## src/itad_pkg.sv

```systemverilog
// ============================================================================
// itad_pkg: shared types and constants for the integer to ASCII converter
// Holds the beat payload types, mode codes, character constants and the
// digit count helpers used by the converter, the emitter and the top level.
// ============================================================================
package itad_pkg;

  // Default value width.
  localparam int ValueBitsDefault = 64;

  // Mode codes. Bit 1 selects hex; the undefined fourth code follows it.
  typedef enum logic [1:0] {
    OP_SDEC = 2'd0,
    OP_UDEC = 2'd1,
    OP_HEX  = 2'd2
  } itad_op_e;

  localparam int OpHexBit = 1;

  // Fixed characters.
  localparam logic [7:0] CH_MINUS = 8'h2D;
  localparam logic [7:0] CH_ZERO  = 8'h30;
  localparam logic [7:0] CH_X     = 8'h78;

  // Character for each digit value.
  localparam logic [7:0] DIGIT_TAB [16] = '{
    8'h30, 8'h31, 8'h32, 8'h33, 8'h34, 8'h35, 8'h36, 8'h37,
    8'h38, 8'h39, 8'h41, 8'h42, 8'h43, 8'h44, 8'h45, 8'h46
  };

  // Input beat.
  typedef struct packed {
    logic [1:0]  op;
    logic [63:0] value;
  } itad_in_t;

  // Output beat.
  typedef struct packed {
    logic [7:0] ch;
    logic       last;
  } itad_out_t;

  // Text flags handed from the converter to the emitter.
  typedef struct packed {
    logic hex;
    logic neg;
  } itad_flags_t;

  // Emitter status seen by the top level.
  typedef struct packed {
    logic busy;
    logic done;
  } itad_emit_st_t;

  // Decimal digits needed for the largest unsigned value of the given width.
  // The hex digit count never exceeds this, so it sizes the digit register.
  function automatic int dec_digits(int bits);
    return (bits * 30103) / 100000 + 1;
  endfunction

  // ASCII character of one digit.
  function automatic logic [7:0] digit_char(logic [3:0] d);
    return DIGIT_TAB[d];
  endfunction

endpackage

```

## src/itad_conv.sv

```systemverilog
// ============================================================================
// itad_conv: bit-serial binary to BCD converter
// Takes the magnitude one bit per cycle, most significant first, into a
// shift-and-add-3 BCD register. Hex values load their nibbles directly.
// ============================================================================
module itad_conv #(
  parameter int VALUE_BITS = itad_pkg::ValueBitsDefault
) (
  input  logic                                        clk_i,
  input  logic                                        rst_ni,
  input  logic                                        start_i,
  input  logic [1:0]                                  op_i,
  input  logic [VALUE_BITS-1:0]                       value_i,
  output logic                                        done_o,
  output itad_pkg::itad_flags_t                       flags_o,
  output logic [4*itad_pkg::dec_digits(VALUE_BITS)-1:0] digits_o
);

  localparam int Digits = itad_pkg::dec_digits(VALUE_BITS);
  localparam int DigW   = 4 * Digits;
  localparam int CntW   = $clog2(VALUE_BITS + 1);

  logic                  busy_q;
  logic                  done_q;
  logic [CntW-1:0]       cnt_q;
  logic [VALUE_BITS-1:0] shift_q;
  logic [DigW-1:0]       bcd_q;
  logic [DigW-1:0]       bcd_adj;
  itad_pkg::itad_flags_t flags_q;

  logic                  is_hex;
  logic                  is_neg;
  logic [VALUE_BITS-1:0] mag;

  // Decode the mode and take the magnitude of a negative signed value.
  always_comb begin
    is_hex = op_i[itad_pkg::OpHexBit];
    is_neg = (op_i == itad_pkg::OP_SDEC) && value_i[VALUE_BITS-1];
    mag    = is_neg ? (~value_i + {{(VALUE_BITS-1){1'b0}}, 1'b1}) : value_i;
  end

  // Add 3 to every BCD digit of 5 or more before the next shift.
  always_comb begin
    for (int i = 0; i < Digits; i++) begin
      if (bcd_q[i*4 +: 4] >= 4'd5) begin
        bcd_adj[i*4 +: 4] = bcd_q[i*4 +: 4] + 4'd3;
      end else begin
        bcd_adj[i*4 +: 4] = bcd_q[i*4 +: 4];
      end
    end
  end

  // Control: bit counter and completion pulse.
  always_ff @(posedge clk_i or negedge rst_ni) begin
    if (!rst_ni) begin
      busy_q <= 1'b0;
      done_q <= 1'b0;
      cnt_q  <= '0;
    end else begin
      // Hex finishes right after the load, decimal after the final shift.
      done_q <= (start_i && is_hex) ||
                (!start_i && busy_q && (cnt_q == {{(CntW-1){1'b0}}, 1'b1}));
      if (start_i) begin
        if (!is_hex) begin
          busy_q <= 1'b1;
          cnt_q  <= CntW'(VALUE_BITS);
        end
      end else if (busy_q) begin
        cnt_q <= cnt_q - {{(CntW-1){1'b0}}, 1'b1};
        if (cnt_q == {{(CntW-1){1'b0}}, 1'b1}) begin
          busy_q <= 1'b0;
        end
      end
    end
  end

  // Datapath: magnitude shifter and BCD register.
  always_ff @(posedge clk_i) begin
    if (start_i) begin
      flags_q.hex <= is_hex;
      flags_q.neg <= is_neg;
      shift_q     <= mag;
      if (is_hex) begin
        bcd_q <= DigW'(mag);
      end else begin
        bcd_q <= '0;
      end
    end else if (busy_q) begin
      shift_q <= {shift_q[VALUE_BITS-2:0], 1'b0};
      bcd_q   <= {bcd_adj[DigW-2:0], shift_q[VALUE_BITS-1]};
    end
  end

  assign done_o   = done_q;
  assign flags_o  = flags_q;
  assign digits_o = bcd_q;

endmodule

```

## src/itad_emit.sv

```systemverilog
// ============================================================================
// itad_emit: character emitter with output register
// Sends the prefix, drops leading zero digits, then shifts out one digit per
// beat from the top of the digit register, marking the final character.
// ============================================================================
module itad_emit #(
  parameter int VALUE_BITS = itad_pkg::ValueBitsDefault
) (
  input  logic                                          clk_i,
  input  logic                                          rst_ni,
  input  logic                                          start_i,
  input  itad_pkg::itad_flags_t                         flags_i,
  input  logic [4*itad_pkg::dec_digits(VALUE_BITS)-1:0] digits_i,
  input  logic                                          out_stall_i,
  output logic                                          out_valid_o,
  output itad_pkg::itad_out_t                           out_data_o,
  output itad_pkg::itad_emit_st_t                       status_o
);

  localparam int Digits = itad_pkg::dec_digits(VALUE_BITS);
  localparam int DigW   = 4 * Digits;
  localparam int RemW   = $clog2(Digits + 1);

  typedef enum logic [2:0] {
    S_IDLE,
    S_PRE0,
    S_PRE1,
    S_SKIP,
    S_DIG
  } state_e;

  state_e              state_q;
  logic [DigW-1:0]     dig_q;
  logic [RemW-1:0]     remain_q;
  logic                hex_q;
  logic                done_q;
  logic                out_valid_q;
  itad_pkg::itad_out_t out_q;

  logic                free;
  logic [3:0]          top_dig;
  logic                one_left;

  // The output slot takes a new beat when empty or when its beat leaves.
  assign free     = !out_valid_q || !out_stall_i;
  assign top_dig  = dig_q[DigW-1 -: 4];
  assign one_left = (remain_q == {{(RemW-1){1'b0}}, 1'b1});

  // Sequencer and output register.
  always_ff @(posedge clk_i or negedge rst_ni) begin
    if (!rst_ni) begin
      state_q     <= S_IDLE;
      dig_q       <= '0;
      remain_q    <= '0;
      hex_q       <= 1'b0;
      done_q      <= 1'b0;
      out_valid_q <= 1'b0;
      out_q       <= '0;
    end else begin
      // Pulse once the final character is loaded into the output register.
      done_q <= (state_q == S_DIG) && free && one_left;
      case (state_q)
        S_IDLE: begin
          if (free) begin
            out_valid_q <= 1'b0;
          end
          if (start_i) begin
            dig_q    <= digits_i;
            remain_q <= RemW'(Digits);
            hex_q    <= flags_i.hex;
            if (flags_i.hex || flags_i.neg) begin
              state_q <= S_PRE0;
            end else begin
              state_q <= S_SKIP;
            end
          end
        end
        S_PRE0: begin
          if (free) begin
            out_valid_q <= 1'b1;
            out_q.ch    <= hex_q ? itad_pkg::CH_ZERO : itad_pkg::CH_MINUS;
            out_q.last  <= 1'b0;
            state_q     <= hex_q ? S_PRE1 : S_SKIP;
          end
        end
        S_PRE1: begin
          if (free) begin
            out_valid_q <= 1'b1;
            out_q.ch    <= itad_pkg::CH_X;
            out_q.last  <= 1'b0;
            state_q     <= S_SKIP;
          end
        end
        S_SKIP: begin
          if (free) begin
            out_valid_q <= 1'b0;
          end
          // Drop leading zeros, but always keep the final digit.
          if ((top_dig == 4'd0) && !one_left) begin
            dig_q    <= {dig_q[DigW-5:0], 4'h0};
            remain_q <= remain_q - {{(RemW-1){1'b0}}, 1'b1};
          end else begin
            state_q <= S_DIG;
          end
        end
        S_DIG: begin
          if (free) begin
            out_valid_q <= 1'b1;
            out_q.ch    <= itad_pkg::digit_char(top_dig);
            out_q.last  <= one_left;
            dig_q       <= {dig_q[DigW-5:0], 4'h0};
            remain_q    <= remain_q - {{(RemW-1){1'b0}}, 1'b1};
            if (one_left) begin
              state_q <= S_IDLE;
            end
          end
        end
        default: begin
          if (free) begin
            out_valid_q <= 1'b0;
          end
          state_q <= S_IDLE;
        end
      endcase
    end
  end

  assign out_valid_o     = out_valid_q;
  assign out_data_o      = out_q;
  assign status_o.busy   = (state_q != S_IDLE);
  assign status_o.done   = done_q;

endmodule

```

## src/int_to_ascii_dec_hex.sv

```systemverilog
// ============================================================================
// int_to_ascii_dec_hex: binary integer to ASCII text converter
// Turns one value into signed decimal, unsigned decimal or "0x" hex text,
// one character per output beat, most significant character first.
// ============================================================================
// Usage:
//   The input channel takes one beat with a mode and a value; only the low
//   VALUE_BITS bits of the value are used. The output channel returns one
//   beat per character, with last set on the final one. Both channels move
//   a beat when valid is high and stall is low.
//   One value is in flight at a time: in_stall_o rises after the accepted
//   beat and falls in the cycle after the emitter has loaded the final
//   character into its output register. Decimal values pass through a
//   bit-serial converter; hex values load their nibbles directly. The
//   emitter loads the digits, sends each prefix character, and then drops
//   leading zeros and sends the digits from a register of Digits digits,
//   where Digits is the decimal digit count of the widest value (20 at 64 bits).
//   A stalled output beat is held in the output register and the emitter
//   waits; the next input beat may be taken while the last character waits.
//   Reset clears all control state; the block then accepts a beat at once.
// ============================================================================
module int_to_ascii_dec_hex #(
  parameter int VALUE_BITS = itad_pkg::ValueBitsDefault
) (
  input  logic                clk_i,
  input  logic                rst_ni,
  input  logic                in_valid_i,
  output logic                in_stall_o,
  input  itad_pkg::itad_in_t  in_data_i,
  output logic                out_valid_o,
  input  logic                out_stall_i,
  output itad_pkg::itad_out_t out_data_o
);

  localparam int Digits = itad_pkg::dec_digits(VALUE_BITS);

  logic                          busy_q;
  logic                          in_acc;
  logic                          conv_done;
  itad_pkg::itad_flags_t         conv_flags;
  logic [4*Digits-1:0]           conv_digits;
  itad_pkg::itad_emit_st_t       emit_st;

  assign in_acc     = in_valid_i && !in_stall_o;
  assign in_stall_o = busy_q;

  // Busy from the accepted beat until the final character is queued.
  always_ff @(posedge clk_i or negedge rst_ni) begin
    if (!rst_ni) begin
      busy_q <= 1'b0;
    end else if (in_acc) begin
      busy_q <= 1'b1;
    end else if (emit_st.done) begin
      busy_q <= 1'b0;
    end
  end

  itad_conv #(
    .VALUE_BITS(VALUE_BITS)
  ) u_conv (
    .clk_i   (clk_i),
    .rst_ni  (rst_ni),
    .start_i (in_acc),
    .op_i    (in_data_i.op),
    .value_i (in_data_i.value[VALUE_BITS-1:0]),
    .done_o  (conv_done),
    .flags_o (conv_flags),
    .digits_o(conv_digits)
  );

  itad_emit #(
    .VALUE_BITS(VALUE_BITS)
  ) u_emit (
    .clk_i      (clk_i),
    .rst_ni     (rst_ni),
    .start_i    (conv_done),
    .flags_i    (conv_flags),
    .digits_i   (conv_digits),
    .out_stall_i(out_stall_i),
    .out_valid_o(out_valid_o),
    .out_data_o (out_data_o),
    .status_o   (emit_st)
  );

  // The converter only finishes for a value that is in flight.
  a_done_busy: assert property (@(posedge clk_i) disable iff (!rst_ni)
    conv_done |-> busy_q)
    else $error("converter finished with no value in flight");

  // A new value never arrives while the emitter is busy.
  a_acc_idle: assert property (@(posedge clk_i) disable iff (!rst_ni)
    in_acc |-> !emit_st.busy)
    else $error("value accepted while emitter busy");

  // The emitter finishing releases the input side on the next cycle.
  a_done_free: assert property (@(posedge clk_i) disable iff (!rst_ni)
    emit_st.done |=> !busy_q)
    else $error("input still stalled after final character");

endmodule
```

## config.mk

```make
export PLATFORM = sky130hd
export DESIGN_NAME = int_to_ascii_dec_hex
export DESIGN_NICKNAME = d
export VERILOG_FILES = /design/src/itad_pkg.sv /design/src/itad_conv.sv /design/src/itad_emit.sv /design/src/int_to_ascii_dec_hex.sv
export SDC_FILE = /design/constraint.sdc
export NUM_CORES = 1
export LEC_CHECK = 0
export ABC_AREA = 1
export BUFFER_PORTS_ARGS = -buffer_cell sky130_fd_sc_hd__clkbuf_2
export CORE_MARGIN = 2
export CORE_UTILIZATION = 35
export DETAILED_ROUTE_END_ITERATION = 8
export GPL_TIMING_DRIVEN = 0
export MAX_ROUTING_LAYER = met4
export SETUP_SLACK_MARGIN = 0.5
export SLEW_MARGIN = 5
export SYNTH_ARGS = -nofsm -noshare
export SYNTH_HDL_FRONTEND = slang
export SYNTH_SLANG_ARGS = --single-unit
```

## constraint.sdc

```tcl
create_clock -name clk_i -period 13.5 [get_ports clk_i]
set_input_delay 0.675 -clock clk_i [delete_from_list [all_inputs] [get_ports clk_i]]
set_output_delay 0.675 -clock clk_i [all_outputs]
set_load 0.005 [all_outputs]
```

==> results.md, run 1 <==
- Counting distinct cell types in the post-synthesis netlist gives 38.
- The pin count of the biggest net entering global routing is approximately 110.
- Fill cells in the final layout number approximately 4300.
- The clock edge transition at the registers on the reported setup and hold paths is 0.06 ns.
- The horizontal die dimension is ~210 um.
- Timing analysis after detailed placement gives a worst setup slack of about 10 ns.
- The share of the yosys chip area belonging to registers is 47.87%.
- After synthesis, the mean cell area works out to around 7.7 um2.
- In this run the tool buffered the top-level ports with between 70 and 80 buffer cells.
- Global routing consumed, on the met3 layer, under 10% of the routing resources.
- The maximum clock skew at final layout is around 0.0086 ns.
- At the end of the flow, the number of nets in the layout was between 2000 and 2500.
- The overall die area is ~44000 um2.
- The transition time of the tightest slew-check pin is between 0.9 and 1 ns.
- The met1 global-route usage is between 20% and 30%.
- The via count of the first global-routing pass is around 13000.
- Setup violations remaining at the end of the flow were counted as 0.
- The met2 track demand over resource in global routing is 31.93%.
- The most frequent standard cell in the layout excluding fill and tap cells is nand2_1.
- The starting density of the core is 35.42%.
- The worst endpoint data arrival time is ~3.3 ns.
- The I/O pin count is between 80 and 90.
- The cell count after synthesis is between 1500 and 2000.
- Along the worst path, the maximum fanout reaches 10.
- In the layout the commonest cells are 629 x nand2_1, 232 x nor2_1, 175 x inv_1, 155 x o21ai_0, 146 x edfxtp_1.
- The power per unit of standard cell area is ~100 nW/um2.
- The post-route minimum period is 2.913 ns.
- The total overflow left after global routing is 0.
- The post-detailed-route count of antenna-violating nets is 0.
- The final-report max-slew violation count came to 0.
- During synthesis, Yosys emitted a total of 0 warnings.
- The predominant post-synthesis flop cell is edfxtp_1.
- Once routing completed, OpenROAD measured the worst setup slack at between 10 and 15 ns.
- For this run, design rule violations remaining after detail routing come to 0.
- The proportion of synthesized flip-flops having asynchronous set or reset is a little over two fifths.
- Setup repair after global routing left no endpoint under its margin.
- The tool flagged a number of max-cap violations equal to 0.
- Summed over all cells, the static leakage comes to 8.231 nW.
- The clock passes through at most 3 buffers.
- The run finished with clean final reports.
- The initialized floorplan defines 75 standard-cell rows.
- The clock reaches the later pin of the worst-skew pair after roughly 0.56 ns.
- The area of the placeable core is between 40000 and 50000 um2.
- The final routed wirelength across all metal layers is between 40000 and 50000 um.
- The CTS H-tree depth is 1.
- Dividing the detail-routed via count by the number of cells gives between 5 and 6.
- The tree is rooted in a clkbuf_16.
- The worst min-delay path category is input pin to register.
- The post-synthesis to final-layout area growth is 14.86%.
- The post-CTS repair timing setup buffer count is 0.
- The finished cells cover 17070 um2.
- The area of placed instances is about 16000 um2.
- The number of antenna violations at the first check in global routing is 0.
- The setup total negative slack is 0 ns.
- Across all layers, the routed design uses 13272 vias.
- The TritonCTS clock tree is done.
- The vertical die dimension is around 210 um.
- The hold violation total from the final report is 0.
- STA puts the critical path data required time at 13.89 ns.
- The worst path uses a little over a fifth of the clock period.
- The clock net in this run drives a total of about 260 sinks.
- Across every metal layer, demand over resource in global routing totals 20.65%.
- The number of storage elements in the synthesis netlist is between 200 and 300.
- Yosys mapped a number of flops with a built-in enable equal to approximately 150.
- In this run, CTS created clock tree buffers numbering 29.
- The fraction of layout instances using a drive strength above 1 is under 10%.
- The first detailed-routing pass took 5 iterations.
- After global routing, the most crowded layer is met2.
- The critical path is of the register to register type.
- After detailed routing, the average wire length per cell comes to about 17 um.
- When the netlist entered floorplanning its net count stood at 2040.
- IR analysis of the VDD net gives a maximum drop of roughly 0.074 mV.
- The capturing element type of the critical path is a register.
- The nature of the critical path startpoint is a register.
- The headroom to the max-slew limit is 37.27%.
- The first global-routing pass estimated 69840 um of wire.
- Summing all flip-flop and latch instances after layout gives a little over 7000 um2.
- The maximum operating frequency is 343.2 MHz.
- In this run, the number of DRC markers left after iteration 0 of detailed routing was ~1200.
- The cell area that synthesis handed to floorplanning was around 15000 um2.
- Detailed placement ended at an HPWL of roughly 33000 um.
- At the end of routability-driven placement, the weighted congestion stood at 0.9195.
- The multi-input combinational cells in the finished layout cover a total of ~6800 um2.
Yosys cell counts (2+ instances only):
cell	number	area (um2)
o21ai_0	155	775.7
nand4_1	16	100.1
buf_1	9	33.78
nand3_1	76	380.4
edfxtp_1	146	4384
clkbuf_1	30	112.6
dfrtp_1	109	2728
a21oi_2	2	17.52
xor2_1	28	245.2
nand2_1	630	2365
nor2_1	232	870.8
inv_2	5	18.77
inv_1	175	656.9
o21ai_1	8	40.04
o211ai_1	15	112.6
buf_4	6	45.04
ha_1	48	600.6
nor2_2	5	31.28
nand3b_1	3	22.52
o22ai_1	7	43.79
buf_2	25	125.1
xnor2_1	15	131.4
nor3_1	16	80.08
o21bai_1	3	22.52
a31oi_1	75	469.2
nand2_2	2	12.51
a21oi_1	70	350.3
per-stage QoR:
stage                     instances  util [%]  hold slack (ns)  power [mW]
after floorplan                1922         -           0.3794      0.8816
after global placement         2540     37.97           0.4617      0.9322
after detailed placement       2543     38.21           0.4708      0.9333
after CTS                      2598     40.68           0.4152       1.779
after global routing           2598     40.68           0.4681       1.818
final                          2599     40.69           0.4378       1.763
area by class of cell:
class / count / share of cell area [%]
multi-input cells: 1417 / 39.62
diodes: 1 / 0.01466
flip-flops and latches: 255 / 41.67
clock inverters: 17 / 1.107
inverters: 180 / 3.959
repair buffers: 83 / 2.911
plain buffers: 70 / 1.855
clock buffers: 37 / 4.912
well taps: 539 / 3.952
where the power goes:
| part | total [mW] | leakage (nW) | internal [mW] | switching (mW) |
|---|---|---|---|---|
| clock | 0.843 | 0.502 | 0.513 | 0.330 |
| combinational | 0.102 | 5.32 | 0.0289 | 0.0728 |
| sequential | 0.818 | 2.41 | 0.818 | 0 |
layer usage:
layer | wire (um) | vias to the layer above
met5 | 0 | -
met4 | 1518 | 0
met3 | 2477 | 72
met2 | 19580 | 409
met1 | 20530 | 6226
li1 | - | 6565
repair_timing:
action	CTS	global route
setup endpoints to repair	0	0
hold buffers	1	0
gates resized for setup	0	0
endpoints found under the hold margin	1	0
flip-flops by register name, summed over array words and instances (netlist names):
name                cells
u_emit.remain_q         5
u_emit.done_q           1
u_conv.digits_o        80
u_conv.shift_q         64
u_emit.hex_q            1
u_emit.dig_q           80
in_stall_o              1
u_emit.out_data_o       8
u_emit.state_q          3
u_conv.cnt_q            7
u_emit.out_valid_o      1
u_conv.done_o           1
u_conv.busy_q           1
u_conv.flags_o          2
final timing paths:
| check | startpoint | endpoint | slack [ns] | cells after the start |
|---|---|---|---|---|
| setup / recovery | in_stall_o | in_stall_o | 10.59 | 6 |
| hold / removal | out_stall_i | u_emit.out_valid_o | 0.44 | 3 |
| setup reg to reg | in_stall_o | in_stall_o | 10.59 | 6 |
| hold reg to reg | u_emit.out_data_o[1] | u_emit.out_data_o[1] | 0.48 | 2 |
| max in group asynchronous | rst_ni | u_emit.dig_q[58] | 12.33 | 3 |
| min in group asynchronous | rst_ni | u_conv.cnt_q[4] | 0.48 | 2 |
worst max-delay path, stage by stage, from the launching register on:
cell,delay (ns)
dfrtp_1,0.36
inv_1,0.06
nand2_1,0.11
clkbuf_1,0.58
clkbuf_1,0.77
buf_1,0.63
o21ai_0,0.22
kinds of logic (layout without fill, tap and decap cells):
logic type / after synthesis / after routing / share of synthesized area (%)
simple gates: 985 / 985 / 26.24
compound gates: 340 / 340 / 12.61
flops: 255 / 255 / 47.87
buf+inv: 250 / 387 / 6.678
fa+ha+maj: 48 / 48 / 4.042
xor+xnor: 43 / 43 / 2.535
other cells: 1 / 2 / 0.02524
No activity file was read; power rests on OpenSTA's default activity.
==> run 2, diff against run 1 <==
==> constraint.sdc (replaced) <==
create_clock -name clk_i -period 3.1 [get_ports clk_i]
set_input_delay 0.155 -clock clk_i [delete_from_list [all_inputs] [get_ports clk_i]]
set_output_delay 0.155 -clock clk_i [all_outputs]
set_load 0.005 [all_outputs]
==> results.md, run 2 (same netlist as run 1, synthesis figures left out) <==
- The run finished with clean final reports.
- The portion of total power attributed to combinational logic came to 5.8% (about the same).
- The I/O pin count is 81 (unchanged).
- The global-route wire length before repair came to 69830 um (about the same).
- In the layout the commonest cells are 629 x nand2_1, 232 x nor2_1, 175 x inv_1, 155 x o21ai_0, 146 x edfxtp_1.
- The overall die area is 44110 um2 (unchanged).
- The worst setup path is of the register to register kind.
- The maximum clock skew at final layout came to 0.01432 ns (+0.005714 ns).
- The first-pass iteration count of the detailed router came to 6 (+1).
- The post-CTS repair timing setup buffer count is 0 (unchanged).
- The transition time of the tightest slew-check pin is 1.076 ns (+0.1352 ns).
- The average via count per standard cell came to 5.045 (-1.2%).
- The path length in cells of the critical path is 7 (+1).
- The final setup violation count is 0 (unchanged).
- The capturing element type of the critical path is a register.
- The net switching power figure is 1.765 mW (+340%).
- The maximum operating frequency was 418.7 MHz (+22%).
- The routed length per instance came to 16.93 um (-0.24%).
- The vertical die dimension came to 210.0 um (unchanged).
- The clock edge transition at the registers on the reported setup and hold paths was 0.06 ns (about the same).
- The CTS H-tree depth is 1 (unchanged).
- The detailed-route via count came to 13143 (-0.97%).
- TritonCTS built the clock tree.
- The peak fanout along the critical path is 12 (+2).
- The fraction of power consumed by the clock network came to 47.3% (-0.5 points).
- The most critical setup path has its endpoint at u_conv.digits_o[0].
- The number of buffer cells added on primary ports is 79 (unchanged).
- In this run the critical register-to-register path is captured at u_conv.digits_o[0].
- The overall overflow remaining after global route is 0 (unchanged).
- The aggregate global-route resource usage is 20.73% (+0.080 points).
- The half-perimeter wire length of the detailed placement result is 33150 um (-1.0%).
- The standby leakage power is 8.233 nW (about the same).
- The number of DRC violations after detailed-routing iteration 0 was 1197 (+2.9%).
- The fraction of layout instances using a drive strength above 1 is 8.571% (-0.025 points).
- The final non-filler cell area is 17040 um2 (-0.15%).
- The via count of the first global-routing pass is 12680 (-0.77%).
- The number of antenna violations at the first check in global routing came to 0 (unchanged).
- The hold violation total from the final report was 0 (unchanged).
- The starting density of the core came to 35.42% (unchanged).
- The setup total negative slack came to 0 ns (unchanged).
- The pin count of the biggest net entering global routing is 74 (-32%).
- Walking the worst path, the cells encountered are inv_1, nand2_1, clkbuf_2, clkbuf_2, clkbuf_1, nand2_1, o21ai_0.
- The worst endpoint data arrival time came to 2.79 ns (-0.52 ns).
- The most critical setup path has its startpoint at in_stall_o.
- Setup repair after global routing left no endpoint under its margin.
- The final routed wirelength across all metal layers is 44090 um (about the same).
- The insertion delay to the later sink of the worst-skew pair is 0.58 ns (+0.02 ns).
- The final-report max-slew violation count was 0 (unchanged).
- The net switching fraction of the power came to 23.22% (+0.37 points).
- The power per unit of standard cell area is 446.0 nW/um2 (+330%).
- The required time of the critical path is 3.50 ns (-10.39 ns).
- The number of buffer and inverter instances along the worst setup path is 4 (unchanged).
- The number of buffers between clock root and the deepest sink came to 3 (unchanged).
- The total power consumption of the routed design came to 7.600 mW (+330%).
- STA classifies the critical path startpoint as a register.
- The post-route minimum period was 2.389 ns (-0.5249 ns).
- The number of clock buffers inserted by TritonCTS is 31 (+6.9%).
- The internal power was 5.835 mW (+330%).
- The area of the placeable core is 41950 um2 (unchanged).
- The area of placed instances is 15980 um2 (-0.29%).
- The post-detailed-route count of antenna-violating nets is 0 (unchanged).
- The worst IR drop on VDD was 0.4151 mV (+460%).
- The part of the cycle the worst path needs was 77.05% (+55 points).
- The worst min-delay path category is input pin to register.
- The horizontal die dimension is 210.0 um (unchanged).
- The slowest stage cell on the critical path is clkbuf_2.
- The headroom to the max-slew limit is 28.26% (-9.0 points).
- The maximum single-stage delay on the critical path is 0.48 ns (-0.29 ns).
- The depth of the worst register-to-register path is 7 (+1).
- The number of cell rows came to 75 (unchanged).
- The startpoint identified for the worst register-to-register timing path is in_stall_o.
- The final routed DRC violation total was 0 (unchanged).
- The power share of the sequential group is 46.9% (+0.5 points).
- The root buffer cell is clkbuf_16.
- The number of clock sinks is 255 (unchanged).
- The total number of nets in the final design is 2158 (+0.19%).
- The count of max-cap constraint violations is 0 (unchanged).
- The last weighted congestion value of the routability-driven placer came to 0.9270 (+0.82%).
- The most frequent standard cell in the layout excluding fill and tap cells is nand2_1.
- The worst setup slack for register-to-register paths is 0.71 ns (-9.88 ns).
- The post-synthesis to final-layout area growth is 14.69%.
- The kind of cell adding the most delay to the critical path is buffers and inverters.
-- run 2: cell types whose count changed in the layout (fill, tap and decap cells not counted), sizes merged --
cell / before / now
dlygate4sd3: 1 / 3
inv: 182 / 181
clkinvlp: 2 / 0
buf: 43 / 41
bufinv: 4 / 2
clkbuf: 146 / 155
nand2: 632 / 634
-- run 2: how the worst min path moves through the flow --
stage / start / to / slack [ns] / cells past startpoint
5_1_grt: in_data_i[65] / u_conv.flags_o[1] / 0.04 / 1
2_1_floorplan: rst_ni / in_stall_o / -0.14 / 0
3_3_place_gp: u_emit.out_data_o[6] / u_emit.out_data_o[6] / 0.46 / 2
3_5_place_dp: rst_ni / u_conv.cnt_q[3] / 0.16 / 1
4_1_cts: in_data_i[57] / u_conv.shift_q[57] / 0.01 / 4
6_report: in_data_i[40] / u_conv.shift_q[40] / 0.05 / 4
-- run 2: metal layers --
metal | track usage (%) | share of wire, %
met5 | - | 0
met2 | 32.00 | 44
met3 | 2.518 | 5.3
met1 | 28.91 | 48
met4 | 5.649 | 2.8
-- run 2: what timing repair did --
item,in CTS,in global routing
hold endpoints to repair,112,0
pin swaps,1,1
cloned,1,1
hold buffers,3,0
endpoints found under the setup margin,204,1
resized for setup,2,0
-- run 2: final cells by class --
cell class,count,area [um2]
Multi-Input combinational cell,1419,6793
Inverter,180,675.6
Clock buffer,46,893.4
Buffer,70,319.1
Fill cell,4264,24910
Clock inverter,12,110.1
Antenna cell,1,2.502
Sequential cell,255,7112
Tap cell,539,674.4
Timing Repair Buffer,83,461.7
-- run 2: per-stage QoR --
step | std cells | setup WS (ns) | hold slack, ns | utilization, %
3_5_place_dp | 2541 | -0.1133 | 0.1590 | 38.10
2_1_floorplan | 1922 | 0.7719 | -0.1406 | -
5_1_grt | 2604 | 0.5592 | 0.04007 | 40.62
4_1_cts | 2603 | 0.6063 | 0.01105 | 40.59
3_3_place_gp | 2540 | -0.06394 | 0.4621 | 38.01
6_report | 2605 | 0.7115 | 0.04818 | 40.63
-- run 2: power by group through the flow --
stage                     combinational (mW)  clock [mW]  sequential (mW)
after floorplan                        0.210           0             3.63
after global placement                 0.427           0             3.63
after detailed placement               0.433           0             3.63
after CTS                              0.438        3.67             3.56
after global routing                   0.484        3.81             3.56
final                                  0.443        3.60             3.56
-- run 2: worst min-delay path: stages --
cell and delay [ns]:
clkbuf_2 0.13, nand2_1 0.11, nand3_1 0.07, nand2_1 0.06
==> run 3, diff against run 2 <==
==> constraint.sdc (replaced) <==
create_clock -name clk_i -period 1.9 [get_ports clk_i]
set_input_delay 0.095 -clock clk_i [delete_from_list [all_inputs] [get_ports clk_i]]
set_output_delay 0.095 -clock clk_i [all_outputs]
set_load 0.005 [all_outputs]
==> results.md, run 3 (same netlist as run 1, synthesis figures left out) <==
- The clock edge transition at the registers on the reported setup and hold paths came to 0.06 ns (about the same).
- The overall die area is 44110 um2 (unchanged).
- STA classifies the critical path endpoint as a register.
- The maximum clock skew at final layout came to 0.009838 ns (-0.004484 ns).
- The fraction of layout instances using a drive strength above 1 is 30.32% (+22 points).
- The average via count per standard cell came to 5.249 (+4.0%).
- The power per unit of standard cell area was 591.8 nW/um2 (+33%).
- The number of buffers between clock root and the deepest sink came to 3 (unchanged).
- In the layout the commonest cells are 506 x nand2_1, 194 x nor2_1, 146 x edfxtp_1, 136 x inv_1, 106 x dfrtp_1.
- The post-synthesis to final-layout area growth is 40.65%.
- The maximum operating frequency is 545.4 MHz (+30%).
- The worst min-delay path category is input pin to register.
- The type of the worst setup path is register to register.
- The net switching power figure came to 2.993 mW (+70%).
- The final-report max-slew violation count is 0 (unchanged).
- The depth of the worst register-to-register path is 8 (+1).
- The total number of nets in the final design is 2318 (+7.4%).
- The aggregate global-route resource usage is 22.35% (+1.6 points).
- The portion of total power attributed to combinational logic is 6.7% (+0.9 points).
- The number of clock sinks is 255 (unchanged).
- The pin count of the biggest net entering global routing is 108 (+46%).
- The root buffer cell is clkbuf_16.
- The detailed-route via count is 14499 (+10%).
- The post-route minimum period is 1.833 ns (-0.5550 ns).
- The CTS H-tree depth is 1 (unchanged).
- The overall overflow remaining after global route is 0 (unchanged).
- The flow ran to the end, and the final reports show no timing, DRC or antenna violations.
- The internal power is 9.374 mW (+61%).
- The worst IR drop on VDD is 0.5959 mV (+44%).
- The combined flip-flop and latch cell area was 7116 um2 (about the same).
- The I/O pin count is 81 (unchanged).
- The number of buffer cells added on primary ports came to 79 (unchanged).
- The last weighted congestion value of the routability-driven placer is 0.9494 (+2.4%).
- The power share of the sequential group is 47.0% (about the same).
- The fraction of power consumed by the clock network is 46.3% (-1.0 points).
- The routed length per instance is 18.61 um (+9.9%).
- The area of the multi-input gates came to 8322 um2 (+23%).
- Setup repair after global routing could not meet its margin everywhere.
- The number of diodes added for antenna fixing is 0 (-1).
- The part of the cycle the worst path needs is 96.50% (+19 points).
- The horizontal die dimension is 210.0 um (unchanged).
- The via count of the first global-routing pass is 13620 (+7.4%).
- The final routed wirelength across all metal layers is 51390 um (+17%).
- The standby leakage power is 9.764 nW (+19%).
- The final non-filler cell area is 20900 um2 (+23%).
- The instance count along the most critical hold path is 3 (-1).
- The number of cell rows is 75 (unchanged).
- The post-detailed-route count of antenna-violating nets is 0 (unchanged).
- The hold violation total from the final report was 0 (unchanged).
- The net switching fraction of the power is 24.20% (+0.98 points).
- The required time of the critical path is 2.37 ns (-1.13 ns).
- The global-route wire length before repair is 75480 um (+8.1%).
- The transition time of the tightest slew-check pin is 0.5758 ns (-0.5004 ns).
- The number of filler instances in the final layout is 3810 (-11%).
- The final setup violation count is 0 (unchanged).
- The vertical die dimension came to 210.0 um (unchanged).
- The half-perimeter wire length of the detailed placement result came to 32910 um (-0.72%).
- The peak fanout along the critical path came to 10 (-2).
- The final routed DRC violation total is 0 (unchanged).
- The starting density of the core is 35.42% (unchanged).
- The headroom to the max-slew limit was 61.21% (+33 points).
- The insertion delay to the later sink of the worst-skew pair came to 0.57 ns (about the same).
- The area of the placeable core came to 41950 um2 (unchanged).
- The first-pass iteration count of the detailed router is 5 (-1).
- The post-layout utilization of the core was 49.82% (+9.2 points).
- The area of placed instances is 16260 um2 (+1.8%).
- The worst setup slack for register-to-register paths is 0.07 ns (-0.64 ns).
- The number of clock buffers inserted by TritonCTS is 31 (unchanged).
- The worst endpoint data arrival time is 2.31 ns (-0.48 ns).
- The number of DRC violations after detailed-routing iteration 0 is 1192 (-0.42%).
- The count of max-cap constraint violations is 0 (unchanged).
- STA classifies the critical path startpoint as a register.
- The TritonCTS clock tree is done.
- The number of antenna violations at the first check in global routing came to 0 (unchanged).
- Leaving out fill and tap cells, the most frequent cell in the layout is nand2_1.
- The setup total negative slack was 0 ns (unchanged).
run 3: final timing paths:
| kind | from | to |
|---|---|---|
| min reg2reg | u_emit.out_data_o[6] | u_emit.out_data_o[6] |
| max reg2reg | u_emit.remain_q[0] | u_emit.dig_q[17] |
| max | u_emit.remain_q[0] | u_emit.dig_q[17] |
| max in group asynchronous | rst_ni | u_conv.cnt_q[4] |
| min in group asynchronous | rst_ni | u_conv.cnt_q[5] |
| min | in_data_i[11] | u_conv.digits_o[11] |
run 3: critical path, stage by stage (launching register included):
cell	delay, ns
dfrtp_1	0.40
ha_4	0.18
nand3_4	0.07
nand4_1	0.18
a21oi_4	0.34
buf_6	0.17
buf_8	0.13
nor2_1	0.07
a31oi_1	0.20
run 3: power by group through the flow:
| stage | sequential, mW | combinational (mW) | clock, mW |
|---|---|---|---|
| after detailed placement | 5.92 | 0.727 | 0 |
| after global placement | 5.92 | 0.717 | 0 |
| after global routing | 5.81 | 0.902 | 6.02 |
| after CTS | 5.81 | 0.778 | 5.78 |
| after floorplan | 5.92 | 0.361 | 0 |
| final | 5.81 | 0.830 | 5.73 |
run 3: metal layers:
| metal | share of wire (%) | GRT usage (%) | wire length, um | vias up |
|---|---|---|---|---|
| met2 | 48 | 36.38 | 24720 | 434 |
| li1 | - | - | - | 6930 |
| met3 | 5.4 | 2.771 | 2765 | 81 |
| met1 | 44 | 29.99 | 22540 | 7054 |
| met5 | 0 | - | 0 | - |
| met4 | 2.7 | 5.038 | 1368 | 0 |
run 3: cell type report:
cell class | count | share of cell area (%)
Clock inverter | 19 | 0.6885
Multi-Input combinational cell | 1429 | 39.82
Tap cell | 539 | 3.227
Clock buffer | 37 | 3.916
Sequential cell | 255 | 34.05
Inverter | 180 | 3.329
Buffer | 70 | 4.395
Timing Repair Buffer | 233 | 10.57
run 3: through the flow:
stage	hold slack [ns]	power, mW	worst slack, ns	instances
floorplan	-0.2006	6.282	-0.1473	1922
global placement	0.4228	6.638	-0.9145	2540
detailed placement	-0.08943	6.647	-0.5723	2541
CTS	0.001030	12.37	0.1383	2687
global route	0.05391	12.72	-0.05160	2762
finish	0.01541	12.37	0.06650	2762
run 3: what timing repair did:
action | CTS | global route
hold buffers | 9 | 2
pin swaps | 46 | 66
gates resized for setup | 243 | 384
endpoints found under the hold margin | 120 | 1
endpoints found under the setup margin | 397 | 398
cloned | 23 | 15
setup buffers | 58 | 58
